===== src/design/assert_macros.svh =====
// assertion helpers shared by the design files
`ifndef ASSERT_MACROS_SVH
`define ASSERT_MACROS_SVH

// implication checked on every clock edge outside reset
`define ASSERT_IMPL(label, clk, rst, ante, cons, msg) \
  label: assert property (@(posedge clk) disable iff (rst) (ante) |-> (cons)) \
    else $error(msg);

// condition that must never hold outside reset
`define ASSERT_NEVER(label, clk, rst, cond, msg) \
  label: assert property (@(posedge clk) disable iff (rst) !(cond)) else $error(msg);

`endif


===== src/design/hpt_pkg.sv =====
// ---------------------------------------------------------------------------
// hpt_pkg
// shared constants and types of the point transform
// ---------------------------------------------------------------------------
package hpt_pkg;

  localparam int FRAC_BITS   = 16;
  localparam int COORD_WIDTH = 32;
  localparam int NUM_REGS    = 8;
  localparam int REG_IDX_W   = 3;
  localparam int PROD_W      = 2 * COORD_WIDTH;
  localparam int SUM_W       = PROD_W + 2;
  localparam int NUM_W       = SUM_W + FRAC_BITS;
  localparam int QFIFO_DEPTH = 4;
  localparam int QPTR_W      = 2;

  localparam logic [REG_IDX_W-1:0] REG_R0_C01 = 3'd0;
  localparam logic [REG_IDX_W-1:0] REG_R3_C23 = 3'd7;

  typedef logic signed [COORD_WIDTH-1:0] coord_t;
  typedef logic signed [SUM_W-1:0] sum_t;

  // item passed from the front part to the divide back part
  typedef struct packed {
    logic  w_zero;
    sum_t  nx;
    sum_t  ny;
    sum_t  nz;
    sum_t  w;
    coord_t px;
    coord_t py;
    coord_t pz;
  } front_item_t;

  typedef struct packed {
    coord_t x;
    coord_t y;
    coord_t z;
    logic   w_zero;
    logic   saturated;
  } result_t;

endpackage


===== src/design/hpt_queue.sv =====
// ---------------------------------------------------------------------------
// hpt_queue
// small queue of front items between the multiply and divide parts
// ---------------------------------------------------------------------------
module hpt_queue
  import hpt_pkg::*;
(
  input  logic        clk,
  input  logic        rst,
  input  logic        wr,
  input  front_item_t wr_item,
  input  logic        rd,
  output logic        nonempty,
  output logic [QPTR_W:0] count,
  output front_item_t rd_item
);
  `include "assert_macros.svh"

  front_item_t mem [QFIFO_DEPTH];
  logic [QPTR_W-1:0] wp, rp;

  assign nonempty = (count != '0);
  assign rd_item  = mem[rp];

  always_ff @(posedge clk) begin
    if (wr) begin
      mem[wp] <= wr_item;
    end
  end

  always_ff @(posedge clk) begin
    if (rst) begin
      wp <= '0;
      rp <= '0;
      count <= '0;
    end else begin
      if (wr) wp <= wp + 1'b1;
      if (rd) rp <= rp + 1'b1;
      count <= count + (QPTR_W+1)'(wr) - (QPTR_W+1)'(rd);
    end
  end

  `ASSERT_NEVER(a_q_over, clk, rst, wr && !rd && count == (QPTR_W+1)'(QFIFO_DEPTH), "queue overflow")
  `ASSERT_NEVER(a_q_under, clk, rst, rd && count == '0, "queue underflow")

endmodule


===== config.mk =====
export PLATFORM = sky130hd
export DESIGN_NAME = hpt_queue
export DESIGN_NICKNAME = d
export VERILOG_FILES = /design/src/design/hpt_pkg.sv /design/src/design/hpt_queue.sv
export VERILOG_INCLUDE_DIRS = /design/src /design/src/design
export SDC_FILE = /design/constraint.sdc
export NUM_CORES = 1
export LEC_CHECK = 0
export BUFFER_PORTS_ARGS = -buffer_cell sky130_fd_sc_hd__buf_4
export CORE_ASPECT_RATIO = 0.9
export CORE_UTILIZATION = 25
export DETAILED_ROUTE_END_ITERATION = 10
export GPL_ROUTABILITY_DRIVEN = 0
export SLEW_MARGIN = 20
export SYNTH_ARGS = -nofsm -noshare
export SYNTH_HDL_FRONTEND = slang
export SYNTH_SLANG_ARGS = --single-unit
export TNS_END_PERCENT = 30

===== constraint.sdc =====
create_clock -name clk -period 13.3 [get_ports clk]
set_input_delay 2.66 -clock clk [delete_from_list [all_inputs] [get_ports clk]]
set_output_delay 2.66 -clock clk [all_outputs]
set_load 0.01 [all_outputs]

==> Word-level counts from Yosys, hierarchy flattened <==
Memory sizes are Yosys's and may differ from the RTL's. A register that Yosys moved wholly into a read port is not among the register bits.
Index checks and enable logic that the tools add are counted.
{ "op_classes": {"addsub": 4, "muxes": 4, "n_reduce_logical": 1} }
{ "op_table": {"columns": ["op", "count"], "rows": [
  ["$add A2 B1 Y2 const B", 2],
  ["$mux W2", 2],
  ["$add A3 B1 Y3", 1],
  ["$reduce_bool A3 Y1", 1],
  ["$sub A3 B1 Y3", 1],
  ["$mux W1", 2]
]} }
{ "word_totals": {"reg_bits": 7, "mem_bits_rw": 1444, "inputBits": 365, "elab_cells": 13, "n_memories": 1} }
{ "mem_list": {"columns": ["name", "depth", "width", "rd", "rd_ports_with_merged_regs", "write_ports", "line_no", "source"], "rows": [
  ["mem", 4, 361, 1, 1, 1, "hpt_queue.sv:19", "front_item_t mem [QFIFO_DEPTH];"]
]} }

==> Depth between registers and ports, before layout <==
{ "logic_depth": {"ltp_word": 3, "depth_mapped": 7} }

==> Least setup slack after synthesis <==
No wires, ideal clock.
{ "synth_timing": {"path_type": "input port to flip-flop", "startpoint": "in wr", "endpoint": "mem mem[0][0] in the netlist's numbering, enable pin", "setup_time_ns": 0.768, "t_arrival_ns": 10.786, "t_required_ns": 12.532, "setup_slack_ns": 1.746, "stages": 1, "cell_sequence": "and2_1"} }
{ "synth_between": {"elab_chain_len": 2} }
{ "synth_rtl": {"columns": ["element", "line_no", "source"], "rows": [
  ["start, declared", "hpt_queue.sv:10", "input logic wr,"],
  ["$mux W1", "hpt_queue.sv:26", "if (wr) begin"],
  ["$mux W1 (not written as such)", "hpt_queue.sv:27", "mem[wp] <= wr_item;"],
  ["end, declared", "hpt_queue.sv:19", null]
]} }
Every way passes these cells.

==> out/summary.txt <==
Synth async-reset ratio = 0%
Final period utilization = 51.3%
Largest net degree at the start of global routing = 137
DP HPWL = 76,700 um
Switching Share = 22.4%
Number of global-route vias before repair = 24.7k
Crit-path max FO = 42
Setup Skew = 0.0331 ns
Detailed Route Iter0 Violations = 1,399
Clk_lat worst skew = 0.79 ns
Syn_nets = 2,298
Switching pwr = 2.37 mW
DRT antenna net count = 0
Post-place setup slack = 7.04 ns
Drt first pass iters = 5
TritonCTS clock tree = yes
Clock group share of total power = 39.6%
Routed wire per std cell = 21.7 um
Max-capacitance violation count = 0
Starting Density = 25.2%
Pleak = 21.5 nW
Setup violators final = 0
Grt ovf = 0
Synth warnings = 0
Clock root buffer = clkbuf_16
# DRC = 0
Sequential element share of the synthesized area = 82.9%
Number of synthesized flops with an enable pin = 1,444
Mapped Area = 52,500 um^2
Core Rows = 159
Yosys reg bits = 1,453
Core Util, Final = 31.7%
Vias per inst = 4.19
Setup crit start kind = flop
RSZ-0062 raised after global routing = no
Port Buffers = 729
Max-slew headroom = 24.7%
CTS clock-pin slew for the worst setup and hold paths = 0.06 ns
Status = finished, final reports clean
Cts bufs inserted = 154
Reg2Reg Setup Slack = 9.74 ns
Yosys cell types = 19
Final TNS setup = 0 ns
PnR Total Power = 10.6 mW
Postcts setup bufs = 0
Max Root-Sink Buffers = 3
I/O pins = 730
Htree depth = 4
Worst-Margin Slew = 1.13 ns
Die height = 437 um
Synthesized netlist cell count = 1,926
Layout area overhead = 26.0%
Nets@finish = 3,134
Final Slew Violations = 0
Final setup margin = 6.48 ns
Hold WC Path Type = reg2reg
Max frequency = 147 MHz
Critical path required time = 10.64 ns
Share of power burned in registers = 50.2%
P_int = 8.22 mW
P per Cell Area = 160 nW/um^2
Via count = 23.6k
Fraction of layout cells with a size suffix above 1 = 46.4%
Cts-stage hold buffer count = 0
Crit path DAT = 4.16 ns
Combinational share of power = 10.2%
Setup Crit Path Kind = reg2out
Die Area = 212,000 um^2
Final Hold Viols = 0
Post-CTS Resized = 0
Critical Path End Type = output port
First-pass GRT wire length = 175,000 um
GRT Total Usage = 11.3%
Period minus WS final = 6.82 ns
Syn avg cell area = 27.3 um^2
Drt total wl = 122,000 um
Initial antenna violation count = 32
Core Area = 209,000 um^2
Ys flop type = edfxtp_1
Worst vdd ir = 127 uV
DIE WIDTH = 485 um
Clk sink count = 1,453
[final timing paths]
kind	startpoint	end	cells after the start
worst max-delay path	flop	rd_item[23]	4
worst min-delay path	rp[1]$_SDFFE_PP0P_	flop	2
worst max register to register	wp[0]$_SDFFE_PP0P_	mem[0][101]$_DFFE_PP_	6
worst min register to register	rp[1]$_SDFFE_PP0P_	flop	2
[synth_stat cells (all sizes together), types with 2 or more instances]
library cell,number,area [um^2]
buf,71,562
clkbuf,9,33.8
nor2,5,18.8
dfxtp,9,180
and2,4,25.0
inv,6,22.5
mux4,361,8130
edfxtp,1444,43400
ha,6,75.1
nor2b,2,12.5
xnor2,2,17.5
[sequential cells by signal, indices dropped and copies added (netlist names), named ones only]
name / cells
rp: 2
mem: 1444
count: 3
wp: 2
[cells in the final DEF (no fill, tap or decap), types with 9 or more instances in the layout]
master	instances
diode_2	9
bufinv_16	13
clkbuf_16	156
buf_12	10
clkinv_1	26
clkbuf_1	40
buf_4	750
clkinv_2	22
edfxtp_1	1444
mux4_2	361
[worst max-delay path, cell delays in order, from the launching register on]
cell,delay [ns]
dfxtp_4,0.93
buf_4,0.68
buf_4,0.79
mux4_2,0.64
buf_4,0.17
[power groups by stage]
stage | logic (mW) | clock network [mW] | registers, mW
floorplan | 0.549 | 0 | 5.48
global placement | 1.10 | 0 | 5.41
detailed placement | 1.11 | 0 | 5.42
CTS | 1.11 | 4.33 | 5.33
global route | 1.16 | 4.50 | 5.34
finish | 1.08 | 4.19 | 5.32
[routing by layer]
layer	wire length [um]	up-vias	global-route usage (%)
met5	260	-	0
met4	3950	36	4.24
met3	11300	235	5.05
met2	58700	751	18.0
met1	47900	12485	13.5
li1	-	10105	-
[area by class of cell]
class	instances	area [um^2]
Fill cell	19735	143000
Sequential cell	1453	43500
Multi-Input combinational cell	387	8370
Timing Repair Buffer	760	5830
Clock buffer	196	4050
Tap cell	2737	3420
Clock inverter	81	888
Inverter	6	22.5
Antenna cell	9	22.5
[per-stage QoR]
step	area, um^2	cells	hold slack (ns)
2_1_floorplan	52500	1926	0.492
3_3_place_gp	61200	5343	0.500
3_5_place_dp	61200	5343	0.519
4_1_cts	66100	5620	0.532
5_1_grt	66200	5628	0.567
6_report	66200	5629	0.529
[cell families (layout without fill, tap and decap cells)]
group | count (synthesis) | count (layout) | synth area share (%)
xor gates and xnor gates | 3 | 3 | 0.0786
adders and majority gates | 7 | 7 | 0.181
muxes | 362 | 362 | 15.5
other | 0 | 9 | 0
and+or+nand+nor | 13 | 13 | 0.133
DFF | 1453 | 1453 | 82.9
AOI/OAI and AO/OA | 2 | 2 | 0.0286
buffers and inverters | 86 | 1043 | 1.18
Note: power is estimated with default switching activity, not from simulation.
